<file path="src/rtl/core/assert_macros.svh">
// Assertion helpers shared by the core RTL.
// All checks are clocked on clk and held off while rst is high.
`ifndef ASSERT_MACROS_SVH
`define ASSERT_MACROS_SVH

// Same-cycle implication.
`define ASSERT_IMPLY(label, ante, cons, msg) \
  label: assert property (@(posedge clk) disable iff (rst) (ante) |-> (cons)) \
    else $error(msg);

// Next-cycle implication.
`define ASSERT_NEXT(label, ante, cons, msg) \
  label: assert property (@(posedge clk) disable iff (rst) (ante) |=> (cons)) \
    else $error(msg);

`endif

</file>
<file path="src/rtl/core/tfb_ram.sv">
module tfb_ram #(
  parameter int WIDTH = 8,
  parameter int DEPTH = 64
) (
  input  logic                     clk,
  input  logic                     we,
  input  logic [$clog2(DEPTH)-1:0] waddr,
  input  logic [WIDTH-1:0]         wdata,
  input  logic                     re,
  input  logic [$clog2(DEPTH)-1:0] raddr,
  output logic [WIDTH-1:0]         rdata
);

  logic [WIDTH-1:0] mem [DEPTH];

  // one write port, one registered read port
  always_ff @(posedge clk) begin
    if (we) begin
      mem[waddr] <= wdata;
    end
    if (re) begin
      rdata <= mem[raddr];
    end
  end

endmodule

</file>
<file path="config.mk">
export PLATFORM = sky130hd
export DESIGN_NAME = tfb_ram
export DESIGN_NICKNAME = d
export VERILOG_FILES = /design/src/rtl/core/assert_macros.svh /design/src/rtl/core/tfb_ram.sv
export SDC_FILE = /design/constraint.sdc
export NUM_CORES = 1
export LEC_CHECK = 0
export ABC_AREA = 1
export CORE_MARGIN = 2
export CORE_UTILIZATION = 30
export DETAILED_ROUTE_END_ITERATION = 6
export DONT_BUFFER_PORTS = 1
export GPL_ROUTABILITY_DRIVEN = 0
export SYNTH_ARGS = -nofsm -noshare
export SYNTH_HDL_FRONTEND = slang
export SYNTH_SLANG_ARGS = --single-unit
</file>
<file path="constraint.sdc">
create_clock -name clk -period 5.6 [get_ports clk]
set_input_delay 0.84 -clock clk [delete_from_list [all_inputs] [get_ports clk]]
set_output_delay 0.84 -clock clk [all_outputs]
set_load 0.05 [all_outputs]
</file>
## Word level (Yosys, flattened, before mapping)

Memories as Yosys holds them, arrays and structs flattened. A register that Yosys moved wholly into a read port is not among the register bits.
Index checks and enable logic that the tools add are counted.

- Multipliers: 0
- Reduce and logical (&&, ||, !) cells: 0
- Bitwise operators: 0
- Order comparisons: 0
- Divide/modulo/power cells: 0
- Shifts and indexed selects: 0
- Equality and inequality tests: 0
- Muxes and demuxes: 2
- Add/sub/neg operators: 0

Operator list:

| cell | count |
|---|---|
| 2-to-1 mux 1 bit | 2 |

- Register bits after elaboration: 0
- RAM bits: 512
- ROM bits: 0
- Latch bits: 0
- Logic and storage cells: 3
- Input bits: 23
- Memories kept: 1

Memories:

| memory | words | width | rd ports | clocked after memory_dff | write ports | line | source |
|---|---|---|---|---|---|---|---|
| mem | 64 | 8 | 1 | 1 | 1 | tfb_ram.sv:14 | `logic [WIDTH-1:0] mem [DEPTH];` |

## Logic depth before layout (Yosys ltp)

- Depth after elaboration: 2
- Gate-level depth with buffers: 12
- Gate-level depth less buffers: 9

## Worst setup path before layout

OpenSTA, ideal clock, no wires.

- Kind: input to register
- Start point: input port we
- End point: memory mem[48][0], enable pin
- Buffers on the path: 1
- Path slack: 2.994 ns
- Arrival: 2.211 ns
- Library setup time: 0.395 ns
- Required time: 5.205 ns
- Cell stages on the path: 3
- Path through: clkbuf_1 nand4_1 nor4_1

- Cells in the longest elaborated chain, start to end: 2

RTL lines:

| element | line | source |
|---|---|---|
| start, declared | tfb_ram.sv:6 | `input logic we,` |
| 2-to-1 mux 1 bit | tfb_ram.sv:18 | `if (we) begin` |
| 2-to-1 mux 1 bit (not written as such) | tfb_ram.sv:19 | `mem[waddr] <= wdata;` |
| end, declared | tfb_ram.sv:14 |  |

No other way between the ends.

## Worst setup path after layout

- Start point: input port waddr[0]
- End point: memory mem[26][4], enable pin

RTL lines:

| element | line | source |
|---|---|---|
| start, declared | tfb_ram.sv:7 | `input logic [$clog2(DEPTH)-1:0] waddr,` |

Straight into the memory's write port.

==> key figures <==
Power
  • VDD IR max: 0.000209 V
  • LEAKAGE: 8.12 nW
  • Pwr/cell area: 342 mW/mm²

Hold path
  • Hold Path Depth: 0
  • Hold crit path type: input pin to flip-flop
  • Hold Crit Endpoint: mem[45][1]
  • Worst hold start: wdata[1]

Yosys
  • Register area share after synthesis: 0.729
  • Post-Syn Instances: 1805
  • Synth warnings: 0
  • Xor and xnor area share after synthesis: 0
  • Post-synthesis adder-cell area fraction: 0
  • Mapped cell area: 0.0214 mm²
  • Largest family of logic cells by synthesized area: simple AND/OR/NAND/NOR gates
  • Mux share of post-synthesis cell area: 0
  • Distinct cells, synth: 15
  • Compound-Gate Fraction of Synth Area: 0
  • #FFs+latches synth: 520
  • Mapped Avg Cell Area: 11.9 µm²
  • Syn nets: 1828
  • Synth Area in Simple Gates: 0.231

Drt
  • WL/cell: 19.4 µm
  • DRT antenna net count: 0
  • DR vias/cell: 4.88
  • DR pass1 iterations: 5
  • Vias: 13387
  • DR iter-0 viols: 1376
  • Number of remaining DRC errors: 0
  • WL final: 53300 µm

Critical path
  • Worst r2r dst: rdata[2]
  • CP required: 5.82 ns
  • R2r setup slk: 4.03 ns
  • Critical path type: input pin to flip-flop
  • Worst path slowest cell: nor2_1
  • Reg2Reg Depth: 8
  • FF-to-FF Start: mem[16][2]
  • Crit path cell chain: inv_1 > nand4_1 > nor2_1
  • CP peak stage delay: 0.99 ns
  • Crit Path Max Fanout: 9
  • Worst EP arrival: 2.82 ns
  • CP startpoint kind: input pin
  • Crit. End Element: flip-flop

Clock network
  • CTS hold repair buffers: 0
  • H-tree depth: 2
  • Cts repair resizes: 0
  • Setup repair bufs after CTS: 0
  • Clock latency at the later pin of the worst-skew pair: 0.60 ns
  • Largest buffer count on any clock path: 3
  • Clk root buf: clkbuf_16
  • # clock sinks: 520
  • Clk slew on worst S/H paths: 0.06 ns
  • CTS tree: built
  • TritonCTS buffer count: 51

Die
  • DIE AREA: 0.0736 mm²
  • CORE AREA: 0.0704 mm²
  • Die Y: 271 µm
  • Die W: 271 µm
  • Row cnt: 97
  • Initial core utilization: 0.304
  • IO Count: 31

Placement
  • IO Port Bufs: 0
  • Placed instance area: 0.0219 mm²
  • Total placed cells including tap cells: 2646
  • Post-Place Worst Slack: 2.46 ns
  • Placed wire-length estimate: 29600 µm

Global routing
  • Initial antenna violation count: 0
  • Total global routing track utilization: 0.143
  • Number of global-route vias before repair: 12838
  • GRT overflow: 0
  • First-pass GRT wire length: 80500 µm
  • Largest net degree at the start of global routing: 258

Timing
  • Worst setup margin: 3.00 ns
  • Endpoints failing setup: 0
  • Fmax achieved: 384 MHz
  • RSZ-0062 raised after global routing: false
  • Setup TNS: 0 ns
  • Worst relative slew slack: 0.295
  • Final hold violations: 0
  • Max Clock Skew: 0.0154 ns
  • Max Slew Vio Count: 0
  • Fin crit share: 0.465
  • Tmin final: 2.60 ns
  • Worst slew pin tran: 1.06 ns

Run
  • Total of max-cap violations: 0

Final layout
  • Finished Layout Cells: 2741
  • P&R area growth vs syn: 9.81%
  • Layout cells sized above 1: 0.0478
  • Fin nets: 1782
  • Diodes inserted: 0
  • Final instance area: 0.0235 mm²

Run status
  • Outcome: completed
-- Yosys cell counts --
library cell / number / area, µm²
clkbuf_1: 15 / 56.3
buf_2: 37 / 185
nand2_1: 648 / 2430
inv_2: 1 / 3.75
inv_6: 1 / 8.76
nand4_1: 9 / 56.3
buf_1: 10 / 37.5
nor2_1: 56 / 210
nor4_1: 8 / 50.1
buf_6: 35 / 394
buf_8: 2 / 30.0
nand3_1: 439 / 2200
inv_1: 10 / 37.5
buf_4: 14 / 105
edfxtp_1: 520 / 15600
-- per-layer routing --
layer,track usage,wire [µm]
met1,0.205,23800
met2,0.210,23200
met3,0.0444,5390
met4,0.0363,889
met5,0,0
-- layout make-up --
cell class | count | area, µm²
clock buffer | 64 | 1330
clock inverter | 31 | 288
multi-input combinational | 1160 | 4950
inverter | 12 | 52.6
timing repair buffer | 14 | 118
fill | 7027 | 46900
tap | 940 | 1180
sequential | 520 | 15600
-- stage by stage --
stage	hold slack [ns]	util	power [W]
floorplan	0.797	-	0.00473
global placement	0.865	0.311	0.00475
detailed placement	0.874	0.311	0.00475
CTS	0.314	0.334	0.00809
global route	0.323	0.334	0.00828
finish	0.347	0.334	0.00805
-- state kept, by name, indices dropped and copies added, names as in the netlist --
signal,cells
mem,512
rdata,8
-- logic make-up (layout without fill, tap and decap cells) --
| family | Yosys count | count (layout) |
|---|---|---|
| flops | 520 | 520 |
| simple gates | 1160 | 1160 |
| buf+inv | 125 | 121 |
-- critical path, delay by kind of cell --
family                 cells  cell delay [ns]
and+or+nand+nor            2             1.80
buffers and inverters      1             0.17
-- how the worst max path moves through the flow --
stage                        start    endpoint  slack, ns  depth (start not counted)
after CTS                 raddr[0]    rdata[4]       3.09                         10
after global placement    raddr[0]    rdata[4]       2.48                         10
after floorplan                 we  mem[48][0]       2.99                          3
after global routing      raddr[0]    rdata[2]       2.88                         10
final                     waddr[0]  mem[26][4]       3.00                          3
after detailed placement  raddr[0]    rdata[4]       2.46                         10
-- power by group --
group | total [W] | switching [W] | leakage (nW) | internal, W
registers | 0.00435 | 0.0000337 | 4.69 | 0.00432
clock network | 0.00337 | 0.00146 | 0.787 | 0.00191
logic | 0.000326 | 0.000228 | 2.65 | 0.0000979
total | 0.00805 | 0.00172 | 8.12 | 0.00633
-- placed cells by master (no fill, tap or decap), types with 5 or more instances in the layout --
| cell | instances |
|---|---|
| nand4_1 | 9 |
| clkbuf_16 | 51 |
| nand2_1 | 648 |
| buf_4 | 13 |
| nor2_1 | 56 |
| inv_1 | 9 |
| clkinv_1 | 13 |
| clkbuf_1 | 13 |
| clkinv_2 | 7 |
| bufinv_16 | 5 |
| inv_6 | 5 |
| edfxtp_1 | 520 |
| nor4_1 | 8 |
| nand3_1 | 439 |
Power figures use the tool's default switching activity.
