`src/rtl/core/assert_macros.svh`:
```
// Assertion helpers shared by the core RTL.
// All checks are clocked on clk and held off while rst is high.
`ifndef ASSERT_MACROS_SVH
`define ASSERT_MACROS_SVH

// Same-cycle implication.
`define ASSERT_IMPLY(label, ante, cons, msg) \
  label: assert property (@(posedge clk) disable iff (rst) (ante) |-> (cons)) \
    else $error(msg);

// Next-cycle implication.
`define ASSERT_NEXT(label, ante, cons, msg) \
  label: assert property (@(posedge clk) disable iff (rst) (ante) |=> (cons)) \
    else $error(msg);

`endif

```
`src/rtl/core/tfb_pkg.sv`:
```
package tfb_pkg;

  // Store geometry
  localparam int FRAME_ROWS  = 64;
  localparam int ROW_BYTES   = 8;
  localparam int GLYPH_COUNT = 256;
  localparam int GLYPH_LINES = 8;
  localparam int BAND_ROWS   = 16;
  localparam int BIG_ROWS    = 2 * GLYPH_LINES;

  localparam int ROW_W       = $clog2(FRAME_ROWS);
  localparam int BYTE_W      = $clog2(ROW_BYTES);
  localparam int ROW_BITS    = ROW_BYTES * 8;
  localparam int LINE_W      = $clog2(GLYPH_LINES);
  localparam int GLYPH_BYTES = GLYPH_COUNT * GLYPH_LINES;
  localparam int GLYPH_AW    = $clog2(GLYPH_BYTES);
  // counts up to BIG_ROWS (big char at the last column touches one extra row)
  localparam int CNT_W       = $clog2(BIG_ROWS + 2);

  localparam logic [5:0] BAND_TOP_RESET = 6'd24;

  // Command codes
  typedef enum logic [2:0] {
    KIND_FONT_WR  = 3'd0,
    KIND_FB_WR    = 3'd1,
    KIND_FB_RD    = 3'd2,
    KIND_PUT_CHAR = 3'd3,
    KIND_BIG_CHAR = 3'd4,
    KIND_SCROLL   = 3'd5
  } kind_t;

  typedef enum logic [1:0] {
    ST_IDLE,
    ST_ISSUE,
    ST_LAST,
    ST_RESP
  } state_t;

  // Command held for the duration of one item
  typedef struct packed {
    kind_t                kind;
    logic [BYTE_W-1:0]    col;
    logic [2:0]           row;
    logic [7:0]           code;
    logic [2:0]           step;
    logic [ROW_W-1:0]     fb_row;
    logic [BYTE_W-1:0]    fb_byte;
    logic [GLYPH_AW-1:0]  gaddr;
    logic [7:0]           wdata;
  } cmd_t;

  // Sequencer controls toward the memories and the result path
  typedef struct packed {
    logic                 fb_re;
    logic [ROW_W-1:0]     fb_raddr;
    logic                 glyph_re;
    logic [GLYPH_AW-1:0]  glyph_raddr;
    logic                 glyph_we;
    logic                 wb_valid;
    logic [ROW_W-1:0]     wb_row;
    logic [CNT_W-1:0]     wb_m;
    logic                 load_out;
  } ctl_t;

endpackage

```
`src/rtl/core/tfb_row_merge.sv`:
```
module tfb_row_merge import tfb_pkg::*; (
  input  cmd_t                cmd,
  input  logic                wb_valid,
  input  logic [CNT_W-1:0]    wb_m,
  input  logic [ROW_BITS-1:0] old_row,
  input  logic [7:0]          glyph_cur,
  input  logic [7:0]          glyph_prev,
  output logic [ROW_BITS-1:0] new_row,
  output logic                we,
  output logic [7:0]          sel_byte
);

  localparam logic [BYTE_W-1:0] LAST_BYTE = BYTE_W'(ROW_BYTES - 1);

  // byte 0 is the leftmost byte, held in the top bits of the row word
  function automatic logic [ROW_BITS-1:0] put_byte(input logic [ROW_BITS-1:0] w,
                                                   input logic [BYTE_W-1:0]   idx,
                                                   input logic [7:0]          b);
    logic [ROW_BITS-1:0] r;
    r = w;
    r[{~idx, 3'b000} +: 8] = b;
    return r;
  endfunction

  // each glyph bit becomes two pixels
  function automatic logic [15:0] double_bits(input logic [7:0] b);
    logic [15:0] d;
    for (int k = 0; k < 8; k++) begin
      d[2*k]   = b[k];
      d[2*k+1] = b[k];
    end
    return d;
  endfunction

  logic [15:0] cur_dbl;
  logic [15:0] prev_dbl;

  assign cur_dbl  = double_bits(glyph_cur);
  assign prev_dbl = double_bits(glyph_prev);
  assign sel_byte = old_row[{~cmd.fb_byte, 3'b000} +: 8];

  // new row contents per command
  always_comb begin
    new_row = old_row;
    case (cmd.kind)
      KIND_FB_WR: begin
        new_row = put_byte(old_row, cmd.fb_byte, cmd.wdata);
      end
      KIND_PUT_CHAR: begin
        new_row = put_byte(old_row, cmd.col, glyph_cur);
      end
      KIND_BIG_CHAR: begin
        if (wb_m < CNT_W'(BIG_ROWS)) begin
          new_row = put_byte(new_row, cmd.col, cur_dbl[15:8]);
          if (cmd.col != LAST_BYTE) begin
            new_row = put_byte(new_row, cmd.col + BYTE_W'(1), cur_dbl[7:0]);
          end
        end
        // low half spilled from the row above lands in byte 0
        if (cmd.col == LAST_BYTE && wb_m != '0) begin
          new_row = put_byte(new_row, '0, prev_dbl[7:0]);
        end
      end
      KIND_SCROLL: begin
        new_row = {old_row[ROW_BITS-2:0], glyph_cur[~cmd.step]};
      end
      default: begin
        new_row = old_row;
      end
    endcase
  end

  // write back only for commands that change the frame
  always_comb begin
    case (cmd.kind)
      KIND_FB_WR, KIND_PUT_CHAR, KIND_BIG_CHAR, KIND_SCROLL: we = wb_valid;
      default: we = 1'b0;
    endcase
  end

endmodule

```
`config.mk`:
```
export PLATFORM = sky130hd
export DESIGN_NAME = tfb_row_merge
export DESIGN_NICKNAME = d
export VERILOG_FILES = /design/src/rtl/core/assert_macros.svh /design/src/rtl/core/tfb_pkg.sv /design/src/rtl/core/tfb_row_merge.sv
export SDC_FILE = /design/constraint.sdc
export NUM_CORES = 1
export LEC_CHECK = 0
export BUFFER_PORTS_ARGS = -buffer_cell sky130_fd_sc_hd__buf_2
export CORE_UTILIZATION = 30
export DETAILED_ROUTE_END_ITERATION = 7
export MAX_ROUTING_LAYER = met4
export PLACE_DENSITY = 0.59
export SLEW_MARGIN = 0
export SYNTH_ARGS = -nofsm -noshare
export SYNTH_HDL_FRONTEND = slang
export SYNTH_SLANG_ARGS = --single-unit
```
`constraint.sdc`:
```
create_clock -name vclk -period 3.7
set_input_delay 0.185 -clock vclk [all_inputs]
set_output_delay 0.185 -clock vclk [all_outputs]
set_load 0.05 [all_outputs]
```
* Yosys cells after proc, flatten, opt, wreduce, memory -nomap -nowiden
Index checks and enable logic that the tools add are counted.
Cells by class: reduce and logical (&&, ||, !) cells 3, shifts and indexed selects 8, $lt $le $gt $ge 2, muxes and demuxes 11, add/sub/neg operators 4, bitwise operators 4, equality and inequality tests 6
Operators by type and width (number):
- $bwmux W64 | 4
- $pmux W64 S4 | 1
- $shiftx A8 B8 Y64 | 4
- $mux W64 | 3
- $shift A8 B8 Y64 const A | 3
- $shiftx A64 B7 Y8 | 1
- $neg A6 Y8 | 3
- $not A3 Y3 | 4
- $eq A3 B3 Y1 const B | 3
- $lt A5 B5 Y1 const B | 1
- $reduce_bool A5 Y1 | 1
- $lt A3 B4 Y1 const B | 1
- $reduce_or A4 Y1 | 1
- $add A3 B1 Y3 const B | 1
- $bmux W1 S3 | 1
- $eq A3 B1 Y1 const B | 1
- $eq A3 B2 Y1 const B | 1
- $ne A3 B3 Y1 const B | 1
- $mux W1 | 2
- $logic_and A1 B1 Y1 | 1
Storage, ports and cells: register bits after elaboration 0, word-level logic and storage cells 38, input bits 134

* Longest topological paths before layout
depth after elaboration 9, depth in mapped cells 13

* Worst setup path after synthesis
Ideal clock, no wire load.
kind input to output, start point in cmd[19] (netlist name), end point out new_row[7], cell stages on the path 13, arrival 3.674 ns, slack -0.159 ns, data required time 3.515 ns, path through buf_4 buf_2 buf_2 inv_1 ha_1 or3b_1 clkbuf_1 or2_1 buf_2 mux2i_1 mux2_2 a31oi_1 a2bb2oi_1
Between the ends: longest elaborated chain between the ends 5
RTL lines:
- from (decl) | line tfb_row_merge.sv:2 | input cmd_t cmd,
- $not A3 Y3 * | line tfb_row_merge.sv:21 | r[{~idx, 3'b000} +: 8] = b;
- $neg A6 Y8 * | line tfb_row_merge.sv:21
- $shiftx A8 B8 Y64 / $shift A8 B8 Y64 (equally long branches) | line tfb_row_merge.sv:21
- $bwmux W64 * | line tfb_row_merge.sv:21
- $pmux W64 S4 * | line tfb_row_merge.sv:45 | case (cmd.kind)
- to (decl) | line tfb_row_merge.sv:8 | output logic [ROW_BITS-1:0] new_row,
Every way passes the cells marked *; elsewhere a longest branch is shown, timed or not.

* Worst setup path in the final report
start point in cmd[43] (netlist name), end point out new_row[42]
Between the ends: longest elaborated chain between the ends 9
RTL lines:
- $add A3 B1 Y3 / $not A3 Y3 (equally long branches) | line tfb_row_merge.sv:56, tfb_row_merge.sv:21
- $not A3 Y3 / $neg A6 Y8 (equally long branches) | line tfb_row_merge.sv:21
- $neg A6 Y8 (tied with other cells) | line tfb_row_merge.sv:21
- $shiftx A8 B8 Y64 (tied with other cells) | line tfb_row_merge.sv:21
- $bwmux W64 | line tfb_row_merge.sv:21
- $mux W64 | line tfb_row_merge.sv:55 | if (cmd.col != LAST_BYTE) begin
- $mux W64 | line tfb_row_merge.sv:53 | if (wb_m < CNT_W'(BIG_ROWS)) begin
- $mux W64 | line tfb_row_merge.sv:60 | if (cmd.col == LAST_BYTE && wb_m != '0) begin
- $pmux W64 S4 * | line tfb_row_merge.sv:45
Marks and branches as above.

==> impl_metrics.py <==
metrics = {
    "yosys": {
        "yosysSeqAreaShare_pct": 0,
        "ys_types": 89,
        "synthAdderAreaFrac_pct": 2.15,
        "synth_common_cells": "a21oi_1, nand2_1, nand3_1, o21ai_0, clkbuf_1",
        "syn_inst": 997,
        "synth_compound_area_share_pct": 48.9,
        "ys_top_cells_by_area": "a21oi_1, nand2_1, mux4_2",
        "synth.largest_area_cell": "a21oi_1",
        "syn-num-nets": 1142,
        "yosysMostFrequentCell": "a21oi_1",
        "synth.cell_area_um2": 6390,
        "avgSynthCellArea_um2": 6.41,
        "ys_warn_count": 0,
        "yosys.area.top_type_share_pct": 10.0,
        "synth_xor_area_share_pct": 0.431,
        "yosys.area_share.simple_pct": 28.3,
        "synth_mux_area_share_pct": 11.8,
        "synth_top_family_by_area": "compound AO/OA/AOI/OAI gates",
    },
    "layout": {
        "area.sequential_um2": 0,
        "nets": 1267,
        "multi_input_area_um2": 5870,
        "drive_gt1_share_pct": 25.9,
        "syn_to_final_growth_pct": 18.2,
        "nFlopsAndLatches": 0,
        "fin_area_um2": 7550,
        "clockBufferCount": 0,
        "layoutNonFillerInstCount": 1397,
        "fillCellCount": 2338,
        "finalCoreUtilization_pct": 36.0,
    },
    "power_and_ir_drop": {
        "p_int_mw": 0.413,
        "pwr-share-comb_pct": 100.0,
        "power.switching_mw": 1.05,
        "power.total_mw": 1.46,
        "pwr-share-clk_pct": 0,
        "vdd_drop_max_v": 0.000108,
        "power.leakage_nw": 3.07,
        "swShare_pct": 71.8,
        "p_seq_share_pct": 0,
        "power_density_nw_per_um2": 194,
    },
    "timing": {
        "setup_viol": 0,
        "rsz0062_at_grt": "no",
        "period_needed_ps": 3420,
        "fmax_mhz": 292,
        "fin_hold_ws_ps": 788,
        "maxSlewHeadroom_pct": 42.1,
        "worst_pin_slew_ps": 862,
        "hold_viol": 0,
        "layout_worst_path_cycle_share_pct": 92.5,
        "setup_ws_ps": 276,
        "slew_viol_final": 0,
        "tns_ps": 0,
    },
    "place": {
        "dp_cells": 1395,
        "dpl_cell_area_um2": 7530,
        "io_buffers": 175,
        "place_congestion": 1.08,
        "dpl_worst_slack_ps": 212,
        "dp_hpwl_um": 27600,
    },
    "floorplan": {
        "die_h_um": 148,
        "io-pin-count": 207,
        "dieArea_um2": 21900,
        "num_rows": 53,
        "core_um2": 21000,
        "start_util_pct": 30.5,
        "dieWidth_um": 148,
    },
    "job": {
        "cap_violations": 0,
    },
    "setup_path": {
        "slowest_delay_ps": 560,
        "cp_max_fo": 11,
        "path_cells": "buf_2 > ha_2 > xnor2_4 > inv_2 > ha_1 > a21oi_1 > o21ai_0 > o31ai_1 > a211oi_1 > o22ai_1 > nand3_1 > buf_2",
        "crit_top_cell": "buf_2",
        "slowest_stage": "o31ai_1",
        "required_ps": 3510,
        "critPathArrivalTime_ps": 3240,
        "critical_path_class": "in -> out",
        "cp-end-kind": "output port",
        "worst_setup_path_start_kind": "input port",
    },
    "routing": {
        "drt_iter0_markers": 1324,
        "dr.pass1.iters": 6,
        "vias": 9725,
        "antenna_left": 0,
        "drcViolationCount": 0,
        "routedWlPerCell_um": 26.5,
        "avgViaCountPerCell": 6.96,
        "wl_um": 37000,
    },
    "global_route": {
        "grt_antenna_before_repair": 1,
        "grt_max_degree": 49,
        "grtUsageTotal_pct": 33.5,
        "grt-ovfl-total": 0,
        "grt_pass1_wl_um": 54400,
        "grt_pass1_vias": 8772,
    },
    "clocking": {
        "post-cts-setup-buffer-count": 0,
        "holdBufCountCts": 0,
        "cts_resized": 0,
    },
    "outcome": {
        "status": "finished clean",
    },
    "hold_path": {
        "hold_path_class": "in -> out",
    },
}
==> final cells by class <==
cell class,instances,share of cell area (%)
multi-input cells,871,77.8
repair buffers,221,16.2
diodes,2,0.0663
inverters,28,1.39
well taps,275,4.56
==> routing by layer <==
| metal | global-route usage (%) | part of all wire [%] |
|---|---|---|
| met4 | 15.2 | 6.2 |
| met5 | - | 0 |
| met1 | 44.2 | 38 |
| met3 | 7.53 | 15 |
| met2 | 48.3 | 41 |
==> final timing paths <==
kind | from | endpoint | slack, ps | cells after the start
min | wb_valid | we | 790 | 3
max | cmd[43] | new_row[42] | 280 | 12
==> cells by family (layout without fill, tap and decap cells) <==
kind of cell	Yosys count	after routing
AO/OA/AOI/OAI	457	457
AND/OR/NAND/NOR	352	352
buffers and inverters	126	249
multiplexers	50	50
adder cells (fa/ha/maj)	11	11
XOR/XNOR	1	1
other	0	2
==> critical path, delay by kind of cell <==
kind            cells  cell delay, ps
compound gates      5            1440
simple gates        1              90
buf+inv             3             480
xor+xnor            1             200
fa+ha+maj           2             830
==> cell usage in the layout, fill, tap and decap left out, types with 11 or more instances in the layout <==
cell      synthesis  routed
mux2_2           14      14
and3_1           11      11
inv_1            25      25
nand3_1          74      74
o211ai_1         15      15
nand2_1         123     123
o21a_1           12      12
a31oi_1          19      19
a21o_1           20      20
a221oi_1         19      19
nor4_1           11      11
o21ai_0          69      68
a21oi_1         128     128
a22o_1           14      14
nand2b_1         12      12
o22ai_1          16      16
buf_2            31     175
nor2_1           39      39
mux4_2           18      18
mux2i_1          17      17
buf_4             3      46
and2_1           17      16
a211oi_1         12      12
==> power by group through the flow <==
stage | clock network [mW] | registers [mW] | logic (mW)
floorplan | 0 | 0 | 0.956
global placement | 0 | 0 | 1.41
detailed placement | 0 | 0 | 1.41
CTS | 0 | 0 | 1.42
global route | 0.0000000856 | 0 | 1.52
finish | 0.0000000853 | 0 | 1.46
Note: power is estimated with default switching activity, not from simulation.
