[src/rtl/core/assert_macros.svh]
// Assertion helpers shared by the core RTL.
// All checks are clocked on clk and held off while rst is high.
`ifndef ASSERT_MACROS_SVH
`define ASSERT_MACROS_SVH

// Same-cycle implication.
`define ASSERT_IMPLY(label, ante, cons, msg) \
  label: assert property (@(posedge clk) disable iff (rst) (ante) |-> (cons)) \
    else $error(msg);

// Next-cycle implication.
`define ASSERT_NEXT(label, ante, cons, msg) \
  label: assert property (@(posedge clk) disable iff (rst) (ante) |=> (cons)) \
    else $error(msg);

`endif

[src/rtl/core/tfb_pkg.sv]
package tfb_pkg;

  // Store geometry
  localparam int FRAME_ROWS  = 64;
  localparam int ROW_BYTES   = 8;
  localparam int GLYPH_COUNT = 256;
  localparam int GLYPH_LINES = 8;
  localparam int BAND_ROWS   = 16;
  localparam int BIG_ROWS    = 2 * GLYPH_LINES;

  localparam int ROW_W       = $clog2(FRAME_ROWS);
  localparam int BYTE_W      = $clog2(ROW_BYTES);
  localparam int ROW_BITS    = ROW_BYTES * 8;
  localparam int LINE_W      = $clog2(GLYPH_LINES);
  localparam int GLYPH_BYTES = GLYPH_COUNT * GLYPH_LINES;
  localparam int GLYPH_AW    = $clog2(GLYPH_BYTES);
  // counts up to BIG_ROWS (big char at the last column touches one extra row)
  localparam int CNT_W       = $clog2(BIG_ROWS + 2);

  localparam logic [5:0] BAND_TOP_RESET = 6'd24;

  // Command codes
  typedef enum logic [2:0] {
    KIND_FONT_WR  = 3'd0,
    KIND_FB_WR    = 3'd1,
    KIND_FB_RD    = 3'd2,
    KIND_PUT_CHAR = 3'd3,
    KIND_BIG_CHAR = 3'd4,
    KIND_SCROLL   = 3'd5
  } kind_t;

  typedef enum logic [1:0] {
    ST_IDLE,
    ST_ISSUE,
    ST_LAST,
    ST_RESP
  } state_t;

  // Command held for the duration of one item
  typedef struct packed {
    kind_t                kind;
    logic [BYTE_W-1:0]    col;
    logic [2:0]           row;
    logic [7:0]           code;
    logic [2:0]           step;
    logic [ROW_W-1:0]     fb_row;
    logic [BYTE_W-1:0]    fb_byte;
    logic [GLYPH_AW-1:0]  gaddr;
    logic [7:0]           wdata;
  } cmd_t;

  // Sequencer controls toward the memories and the result path
  typedef struct packed {
    logic                 fb_re;
    logic [ROW_W-1:0]     fb_raddr;
    logic                 glyph_re;
    logic [GLYPH_AW-1:0]  glyph_raddr;
    logic                 glyph_we;
    logic                 wb_valid;
    logic [ROW_W-1:0]     wb_row;
    logic [CNT_W-1:0]     wb_m;
    logic                 load_out;
  } ctl_t;

endpackage

[src/rtl/core/tfb_ctrl.sv]
module tfb_ctrl import tfb_pkg::*; (
  input  logic        clk,
  input  logic        rst,
  input  logic        in_valid,
  output logic        in_ready,
  input  logic [2:0]  kind,
  input  logic [2:0]  col,
  input  logic [2:0]  row,
  input  logic [7:0]  code,
  input  logic [2:0]  shift_step,
  input  logic [10:0] address,
  input  logic [7:0]  write_data,
  input  logic [5:0]  band_top,
  input  logic        out_free,
  output cmd_t        cmd,
  output ctl_t        ctl
);

  `include "assert_macros.svh"

  localparam logic [BYTE_W-1:0] LAST_BYTE = BYTE_W'(ROW_BYTES - 1);

  state_t           state;
  state_t           state_next;
  logic [CNT_W-1:0] cnt;
  logic [CNT_W-1:0] last_cnt;
  logic             frame_op;
  logic             glyph_op;
  logic [ROW_W-1:0] issue_row;
  logic [LINE_W-1:0] issue_line;
  logic             wb_valid;
  logic [ROW_W-1:0] wb_row;
  logic [CNT_W-1:0] wb_m;

  // rows touched by each frame command, minus one (zero for the others)
  always_comb begin
    case (cmd.kind)
      KIND_PUT_CHAR: last_cnt = CNT_W'(GLYPH_LINES - 1);
      KIND_BIG_CHAR: last_cnt = (cmd.col == LAST_BYTE) ? CNT_W'(BIG_ROWS) : CNT_W'(BIG_ROWS - 1);
      KIND_SCROLL:   last_cnt = CNT_W'(BAND_ROWS - 1);
      default:       last_cnt = '0;
    endcase
  end

  // row and glyph line addressed at this step
  always_comb begin
    frame_op   = 1'b1;
    glyph_op   = 1'b1;
    issue_row  = cmd.fb_row;
    issue_line = cnt[LINE_W:1];
    case (cmd.kind)
      KIND_FB_WR, KIND_FB_RD: begin
        glyph_op = 1'b0;
      end
      KIND_PUT_CHAR: begin
        issue_row  = ROW_W'({cmd.row, 3'b000}) + ROW_W'(cnt);
        issue_line = cnt[LINE_W-1:0];
      end
      KIND_BIG_CHAR: begin
        issue_row = ROW_W'({cmd.row, 3'b000}) + ROW_W'(cnt);
      end
      KIND_SCROLL: begin
        issue_row = ROW_W'(band_top) + ROW_W'(cnt);
      end
      default: begin
        frame_op = 1'b0;
        glyph_op = 1'b0;
      end
    endcase
  end

  // next state
  always_comb begin
    state_next = state;
    case (state)
      ST_IDLE:  if (in_valid) state_next = ST_ISSUE;
      ST_ISSUE: if (cnt == last_cnt) state_next = ST_LAST;
      ST_LAST:  state_next = ST_RESP;
      ST_RESP:  if (out_free) state_next = ST_IDLE;
      default:  state_next = ST_IDLE;
    endcase
  end

  // outputs
  always_comb begin
    in_ready        = (state == ST_IDLE);
    ctl.fb_re       = (state == ST_ISSUE) && frame_op;
    ctl.fb_raddr    = issue_row;
    ctl.glyph_re    = (state == ST_ISSUE) && glyph_op;
    ctl.glyph_raddr = {cmd.code, issue_line};
    ctl.glyph_we    = (state == ST_ISSUE) && (cmd.kind == KIND_FONT_WR);
    ctl.wb_valid    = wb_valid;
    ctl.wb_row      = wb_row;
    ctl.wb_m        = wb_m;
    ctl.load_out    = (state == ST_RESP) && out_free;
  end

  // control registers
  always_ff @(posedge clk) begin
    if (rst) begin
      state    <= ST_IDLE;
      wb_valid <= 1'b0;
    end else begin
      state    <= state_next;
      wb_valid <= (state == ST_ISSUE) && frame_op;
    end
  end

  // step counter, write-back stage and command capture
  always_ff @(posedge clk) begin
    if (state == ST_IDLE) begin
      cnt <= '0;
    end else if (state == ST_ISSUE) begin
      cnt <= cnt + CNT_W'(1);
    end
    wb_row <= issue_row;
    wb_m   <= cnt;
    if (in_valid && in_ready) begin
      cmd.kind    <= kind_t'(kind);
      cmd.col     <= col;
      cmd.row     <= row;
      cmd.code    <= code;
      cmd.step    <= shift_step;
      cmd.fb_row  <= address[ROW_W+BYTE_W-1:BYTE_W];
      cmd.fb_byte <= address[BYTE_W-1:0];
      cmd.gaddr   <= address[GLYPH_AW-1:0];
      cmd.wdata   <= write_data;
    end
  end

  `ASSERT_NEXT(a_issue_then_wb, ctl.fb_re, wb_valid, "frame read not followed by write-back")
  `ASSERT_IMPLY(a_cnt_range, state == ST_ISSUE, cnt <= CNT_W'(BIG_ROWS), "step count out of range")

endmodule
[config.mk]
export PLATFORM = sky130hd
export DESIGN_NAME = tfb_ctrl
export DESIGN_NICKNAME = d
export VERILOG_FILES = /design/src/rtl/core/tfb_pkg.sv /design/src/rtl/core/tfb_ctrl.sv
export VERILOG_INCLUDE_DIRS = /design/src /design/src/rtl/core
export SDC_FILE = /design/constraint.sdc
export NUM_CORES = 1
export LEC_CHECK = 0
export ABC_AREA = 1
export BUFFER_PORTS_ARGS = -buffer_cell sky130_fd_sc_hd__buf_2
export CORE_MARGIN = 1
export CORE_UTILIZATION = 50
export CTS_BUF_LIST = sky130_fd_sc_hd__clkbuf_4 sky130_fd_sc_hd__clkbuf_8
export DETAILED_ROUTE_END_ITERATION = 8
export PLACE_DENSITY_LB_ADDON = 0.12
export SYNTH_ARGS = -nofsm -noshare
export SYNTH_HDL_FRONTEND = slang
export SYNTH_SLANG_ARGS = --single-unit
export TNS_END_PERCENT = 5
[constraint.sdc]
create_clock -name clk -period 3.81 [get_ports clk]
set_clock_uncertainty 0.15 [all_clocks]
set_input_delay 0.381 -clock clk [delete_from_list [all_inputs] [get_ports clk]]
set_output_delay 0.381 -clock clk [all_outputs]
set_load 0.02 [all_outputs]
======== After elaboration in Yosys (flattened, before gate mapping) ========
Index checks and enable logic that the tools add are counted.
storage, ports and cells
  input port bits ......................... 49
  register bits ........................... 67
operators by class
  add/subtract/negate cells ............... 3
  reduce and logical (&&, ||, !) cells .... 11
  muxes and demuxes ....................... 10
  eq/ne operators ......................... 13
operators with widths
  cell                 count
  $pmux 5 s3           1
  $add 6x5->6          2
  $pmux 6 s2           1
  $eq 3x3->1 const B   3
  $pmux 2 s4           1
  $eq 3x2->1 const B   2
  $mux 2               3
  $ne 2x2->1 const B   3
  $add 5x1->5 const B  1
  $eq 5x5->1           1
  $logic_and 1x1->1    5
  $mux 5               1
  $reduce_or 5->1      1
  $eq 2x2->1 const B   2
  $eq 3x1->1 const B   1
  $logic_not 3->1      1
  $mux 3               1
  $reduce_and 3->1     1
  $reduce_or 3->1      1
  $eq 2x1->1 const B   1
  $logic_not 2->1      1
  $mux 1               2
  $reduce_or 2->1      1

======== Longest topological paths before layout ========
Gate-level depths: netlist of run 1.
  depth after elaboration ................. 6
  gate-level depth with buffers ........... 12

======== Worst setup path before layout of run 1 ========
OpenSTA, ideal clock, no wires.
  path kind ............................... input port to output port
  start point ............................. in band_top[0]
  end point ............................... out ctl[30] in the netlist's numbering
  data required time ...................... 3.279 ns
  arrival ................................. 1.695 ns
  path slack .............................. 1.584 ns
  stages on the path ...................... 7
  cells stage by stage .................... ha_1 fa_1 nand2_1 nand2_1 a21oi_1 xor2_1 o211ai_1
RTL lines
  what         line            text
  from (decl)  tfb_ctrl.sv:13  input logic [5:0] band_top,
  to (decl)    tfb_ctrl.sv:16  output ctl_t ctl

==> results.md, run 1 <==
- For this run, the slowest stage of the critical path takes 0.38 ns.
- Walking the worst path, the cells encountered are ha_1 -> fa_1 -> nand2_1 -> nand2_1 -> a21oi_1 -> xor2_1 -> o211ai_1 -> buf_2.
- Entering global routing, the biggest net connects 40 pins.
- The growth of design area from synthesis to finish is 31.8%.
- The number of DRC violations after detailed routing is 0.
- The via count of the first global-routing pass came to 1778.
- The total standard cell area after synthesis is 2430 sq um.
- The count of endpoints failing hold in the final timing report is 0.
- The clock transition at the registers of the reported paths is 0.06 ns.
- The global-route wire length before repair is 7380 um.
- The half-perimeter wire length of the detailed placement result is 3650 um.
- The cell with the most instances on the worst path is sky130_fd_sc_hd__nand2_1.
- The post-layout instance count excluding filler cells is 393.
- The master of the slowest instance on the critical path is sky130_fd_sc_hd__fa_1.
- In this run the power spent charging and discharging nets is 0.833 mW.
- On the critical path the largest part of the delay comes from adder cells.
- The largest vdd supply drop is 0.372 mV.
- Buffers placed on the I/O ports in this run total 130.
- The hold path startpoint is rst.
- The worst max-slew margin expressed relative to the limit is 54.0%.
- Setup repair after global routing left no endpoint under its margin.
- Dividing the detail-routed wire length by the instance count gives 12.0 um.
- The cell count of the worst hold path is 2.
- The number of slew-limit violations in the final report came to 0.
- Adding up every negative setup slack in the final design gives 0 ns.
- At the end of routability-driven placement, the weighted congestion stood at 0.874.
- The hold-critical path endpoint is wb_valid$_SDFF_PP0_.
- The switching part of the total is 37.6%.
- The initial antenna violation count came to 0.
- Setup slack on the worst reg-to-reg path comes out at 2.00 ns.
- The first detailed-routing pass took 4 iterations.
- The fraction of final layout cells with drive strength greater than 1 is 44.9%.
- The area share of the largest cell type after synthesis is 48.2%.
- The total congestion overflow after global routing is 0.
- The internal power is 1.38 mW.
- The final layout contains 399 nets.
- The longest clock path from root to sink contains 2 buffers.
- The maximum clock frequency is 385 MHz.
- The type of destination of the critical path is an output pin.
- Sorting the synthesized cells by area gives the leading types as sky130_fd_sc_hd__edfxtp_1, sky130_fd_sc_hd__dfxtp_1, sky130_fd_sc_hd__nand2_1.
- After layout, the minimum clock period comes to 2.60 ns.
- Dividing total power by cell area gives a power density of 692 nW/um^2.
- Detailed routing inserted a total of 1833 vias.
- The critical path is of the reg -> out type.
- Data on the critical path arrives at its endpoint at 2.07 ns.
- The slew of the pin with the lowest slew margin is 0.682 ns.
- Of the synthesized area, sequential elements account for 63.9%.
- In this run the critical register-to-register path is captured at wb_row[4]$_DFF_P_.
- The mean instance size in the synthesized netlist is 11.4 sq um.
- The clock network burns 23.4% of the power.
- The worst path buffer plus inverter count is 1.
- In this run the vertical extent of the chip is 71.7 um.
- The number of buffers added to fix hold violations after cts is 0.
- The number of nets produced by synthesis is 275.
- Among all flip-flop cells after synthesis, the most frequent one is sky130_fd_sc_hd__edfxtp_1.
- Overall power consumption after layout is estimated at 2.21 mW.
- The final cycle utilization of the critical path is 68.2%.
- The type of element launching the critical path is a register.
- The gate count of the mapped netlist is 213.
- Measured in cells, the most critical reg-to-reg path has a length of 7.
- The number of synthesized register bits is 58.
- For this configuration, the core starts out at a cell density of 53.9%.
- Clock tree synthesis selected as its root buffer the cell sky130_fd_sc_hd__clkbuf_8.
- TritonCTS built the clock tree.
- The routed design has 4720 um of wire.
- The combinational cell fraction of total power is 35.5%.
- The post-cts sizing count is 0.
- The flow ran to the end, and the final reports show no timing, DRC or antenna violations.
- At the later pin of the worst-skew pair, clock insertion delay measures 0.32 ns.
- The largest total area in the synthesized netlist belongs to sky130_fd_sc_hd__edfxtp_1.
- For the worst setup path, the data required time is 3.28 ns.
- Along the worst path, the maximum fanout reaches 5.
- Once the clock tree was built, the setup fixing pass inserted 0 buffers.
- Setup violations remaining at the end of the flow were counted as 0.
- The die is 71.7 um wide.
- The number of core rows is 24.
- On the final layout, the worst hold slack is 0.0765 ns.
- In this run, synthesis inferred 39 flip-flops with an integrated enable.
- Using the TritonRoute via totals, the vias-per-cell ratio works out to 4.66.
- In this run, distinct cell masters in the synthesized netlist total 22.
- The leakage power total is 1.57 nW.
- The clock sink count is 58.
- The worst hold path belongs to the class in -> reg.
- During synthesis, Yosys emitted a total of 0 warnings.
- The count of pins on the block boundary is 131.
- The number of clock buffers added by TritonCTS is 9.
- Of the total power, registers draw 41.1%.
- For this block, the initial DRC count from the detailed router was 53.
- The total instance count after detailed placement is 378.
- The die outline area is 5140 sq um.
- The number of nets still failing antenna checks after routing is 0.
- The share of flip-flops with an asynchronous set or reset after synthesis is 0%.
- The total of max-cap violations is 0.
- In the global route stage, overall resource usage came out at 19.5%.
- The number of diodes is 0.
- The H-tree generated during clock tree synthesis spans 3 levels.
- The region available for standard cell placement spans 4500 sq um.
- The startpoint of the lowest-slack register-to-register path is cnt[0]$_SDFFE_PP0P_.
## registers in the layout, indices dropped and copies added, names as in the netlist
signal and cells:
cnt 5, wb_valid 1, cmd 39, wb_m 5, state 2, wb_row 6
## cell type report
| type | instances | area, sq um |
|---|---|---|
| inverter | 25 | 93.8 |
| multi-input combinational | 112 | 647 |
| sequential | 58 | 1550 |
| timing repair buffer | 131 | 658 |
| clock inverter | 6 | 58.8 |
| fill | 347 | 1310 |
| tap | 52 | 65.1 |
| clock buffer | 9 | 124 |
## layer usage
layer	track usage [%]	vias up	wire [um]
li1	-	944	-
met1	19.3	810	1820
met2	34.7	71	2440
met3	6.89	8	358
met4	12.0	0	96
met5	0	-	0
## power groups by stage
stage	sequential [mW]	clock [mW]	combinational, mW
floorplan	1.09	0	0.406
global placement	0.919	0	0.785
detailed placement	0.924	0	0.790
CTS	0.912	0.534	0.792
global route	0.931	0.556	0.862
finish	0.911	0.518	0.785
## how the worst max path moves through the flow
stage	startpoint	end	depth (start not counted)
after floorplan	band_top[0]	ctl[30]	7
after global placement	band_top[0]	ctl[30]	9
after detailed placement	band_top[0]	ctl[30]	9
after CTS	cnt[0]$_SDFFE_PP0P_	ctl[30]	8
after global routing	cmd[45]$_DFFE_PP_	ctl[30]	6
final	cnt[0]$_SDFFE_PP0P_	ctl[30]	8
## per-stage QoR
stage / setup slack [ns] / utilization (%) / instance area (sq um)
2_1_floorplan: 1.58 / - / 2430
3_3_place_gp: 1.46 / 66.9 / 3020
3_5_place_dp: 1.40 / 66.9 / 3020
4_1_cts: 1.18 / 71.0 / 3200
5_1_grt: 1.03 / 71.0 / 3200
6_report: 1.21 / 71.0 / 3200
## cell usage after synthesis (all sizes together), types with 2 or more instances
cell / number
a21oi: 12
o21ai: 9
nand2: 39
dfxtp: 19
inv: 25
buf: 18
nor3: 4
nor2: 10
xor2: 2
or2: 3
edfxtp: 39
ha: 11
nand3: 17
fa: 2
## cell usage in the layout, fill, tap and decap left out, drive strengths merged
master	netlist	routed
a21oi	12	12
buf	18	131
bufinv	0	1
clkbuf	0	9
clkinv	0	4
clkinvlp	0	1
dfxtp	19	19
edfxtp	39	39
fa	2	2
ha	11	11
inv	25	25
nand2	39	39
nand3	17	17
nor2	10	10
nor3	4	4
nor3b	1	1
o211ai	1	1
o21ai	9	9
o22ai	1	1
or2	3	3
xor2	2	2
## kinds of logic (layout without fill, tap and decap cells)
group	Yosys count	count (layout)	synth area share, %
buffers and inverters	43	171	9.43
AND/OR/NAND/NOR	74	74	13.7
adder cells (fa/ha/maj)	13	13	7.32
flip-flops	58	58	63.9
AO/OA/AOI/OAI	23	23	4.90
XOR/XNOR	2	2	0.722
(Power assumes the default switching activity.)
==> run 2: changes to the inputs <==
CORE_UTILIZATION = 46   (was 50)
clock period = 2.65 ns   (was 3.81 ns; I/O delays follow)
==> results.md, run 2 (synthesis results as in run 1) <==
- In the post-route analysis, the smallest setup slack over all paths is 0.196 ns.
- Setup violations remaining at the end of the flow were counted as 0.
- The count of endpoints failing hold in the final timing report is 0.
- The cell count of the worst hold path is 5.
- The type of the most critical hold path is in -> reg.
- The number of buffers between clock root and the deepest sink is 2.
- The slew of the pin with the lowest slew margin is 0.506 ns.
- The placeable core region is 5110 sq um.
- The worst register-to-register path begins at cnt[0]$_SDFFE_PP0P_.
- The total congestion overflow after global routing is 0.
- The die outline area is 5570 sq um.
- The count of port buffers added during placement is 130.
- The initial antenna violation count is 0.
- In the final layout, the registers with the most flip-flops are cmd (39), wb_row (6).
- Final hold analysis gives a worst-case slack of 0.145 ns.
- The number of core rows is 26.
- The commonest non-fill, non-tap cell in the layout is sky130_fd_sc_hd__buf_2.
- The highest fanout seen on the critical path is 5.
- The number of nets still failing antenna checks after routing is 0.
- The area growth from synthesis to layout is 51.7%.
- The worst setup path is captured at an output pin.
- The cell at the root of the clock tree is sky130_fd_sc_hd__clkbuf_8.
- The tool flagged a number of max-cap violations equal to 0.
- Across the VDD grid, the largest voltage drop is 0.730 mV.
- The worst hold path begins at band_top[5].
- The top cell types in the final layout, fill and taps aside, are sky130_fd_sc_hd__buf_2, sky130_fd_sc_hd__dlygate4sd3_1, sky130_fd_sc_hd__edfxtp_1, sky130_fd_sc_hd__nand2_1, sky130_fd_sc_hd__inv_1.
- The clock net in this run drives a total of 58 sinks.
- The fraction of final layout cells with drive strength greater than 1 is 40.8%.
- The final total power is 3.48 mW.
- The floorplan die width is 74.6 um.
- For the worst flop-to-flop path, the logic depth is 7.
- The leakage power total is 1.76 nW.
- After filler insertion, the fill cell instance count of the layout stands at 389.
- Headroom to the max-slew limit came out at 66.3%.
- Setup repair after global routing left no endpoint under its margin.
- The via count of the first global-routing pass came to 1930.
- The clock reaches the later pin of the worst-skew pair after 0.34 ns.
- The maximum clock frequency is 408 MHz.
- The half-perimeter wire length of the detailed placement result is 3560 um.
- The critical path is of the reg -> out type.
- The number of slew-limit violations in the final report is 0.
- After clock tree synthesis, the clock-pin slew on the worst setup and hold paths is 0.06 ns.
- The register with the most flip-flops in the layout has 39 of them.
- The smallest clock period supported by the final layout is computed as 2.45 ns.
- The power density over cell area is 945 nW/um^2.
- The post-layout net count is 439.
- The sum of negative setup slack is 0 ns.
- In this run the count of I/O pins placed on the die edge is 131.
- The detailed-router iteration count before antenna repair is 4.
- The number of buffers added by the clock tree synthesis step is 9.
- Dividing the final minimum period by the clock period gives 92.6%.
- The H-tree generated during clock tree synthesis spans 3 levels.
- STA puts the critical path data arrival time at 2.04 ns.
- The routed layout has 2024 vias.
- From bottom edge to top edge, the die measures 74.6 um.
- The initial core utilization is 47.5%.
- The maximum number of pins on one net before global-route repair is 40.
- The routed wirelength normalized by instance count is 12.7 um.
- The register bank with the most flops is cmd.
- STA classifies the critical path startpoint as a register.
- The endpoint identified for the worst register-to-register timing path is wb_row[4]$_DFF_P_.
- In the global route stage, overall resource usage came out at 22.3%.
- Routability-driven placement finished with a final weighted congestion of 0.896.
- The run finished with clean final reports.
- The register-to-register setup slack is 0.85 ns.
- The wire length after detailed routing is 5760 um.
- The number of diodes is 0.
- The per-cell via count in the routed design is 4.48.
- The worst slack after detailed placement is 0.512 ns.
- Data on the critical path is required at its endpoint by 2.24 ns.
- The worst hold path terminates at wb_row[5]$_DFF_P_.
- The TritonCTS clock tree is yes.
- The number of DRC violations after detailed routing is 0.
- The violation count after the first detailed-routing iteration is 66.
- The first global-routing pass estimated 8780 um of wire.
run 2: cell types whose count changed in the layout (fill, tap and decap cells not counted), sizes merged:
cell         before  now
bufinv            1    3
clkbuf            9   10
clkinv            4    2
dlygate4sd3       0   40
run 2: critical path, stage by stage, from the launching register on:
cell and delay (ns):
sky130_fd_sc_hd__dfxtp_1 0.35, sky130_fd_sc_hd__ha_1 0.22, sky130_fd_sc_hd__fa_1 0.38, sky130_fd_sc_hd__nand2_1 0.09
sky130_fd_sc_hd__nand2_1 0.06, sky130_fd_sc_hd__a21oi_2 0.13, sky130_fd_sc_hd__xor2_1 0.18, sky130_fd_sc_hd__o211ai_1 0.13
sky130_fd_sc_hd__buf_4 0.18
run 2: worst max-delay path by stage:
stage	startpoint	to	slack [ns]	cells past startpoint
floorplan	state[0]$_SDFFE_PP0P_	cmd[0]$_DFFE_PP_	0.51	4
global placement	band_top[0]	ctl[30]	0.54	9
detailed placement	band_top[0]	ctl[30]	0.51	9
CTS	cnt[2]$_SDFFE_PP0P_	ctl[31]	0.16	10
global route	cnt[0]$_SDFFE_PP0P_	ctl[30]	0.0007	8
finish	cnt[0]$_SDFFE_PP0P_	ctl[30]	0.20	8
run 2: cell type report:
class	instances	area (sq um)	share of cell area, %
Sequential cell	58	1550	42.2
Multi-Input combinational cell	112	651	17.7
Timing Repair Buffer	171	1060	28.8
Inverter	25	93.8	2.55
Clock inverter	6	105	2.85
Tap cell	70	87.6	2.38
Clock buffer	10	131	3.57
run 2: what timing repair did:
item                                   CTS  global route
setup endpoints to repair                0             2
endpoints found under the hold margin   40             0
resized for setup                        0             4
hold buffers                            40             0
setup buffers                            0             0
run 2: per-stage QoR:
stage               instance area [sq um]  util [%]  std cells
detailed placement                   3040      59.5        396
global route                         3680      72.1        452
floorplan                            2430         -        213
global placement                     3040      59.5        396
CTS                                  3670      72.0        452
finish                               3680      72.1        452
run 2: report_power, final:
part	leakage (nW)	internal, mW	switching [mW]
combinational	1.12	0.393	0.790
clock	0.115	0.629	0.348
sequential	0.525	1.22	0.104
total	1.76	2.24	1.24
run 2: per-layer routing:
layer	global-route usage [%]	share of wire, %	up-vias
met1	25.5	41	901
li1	-	-	1030
met3	7.50	6.2	12
met2	37.5	51	81
met5	0	0	-
met4	10.9	1.9	0
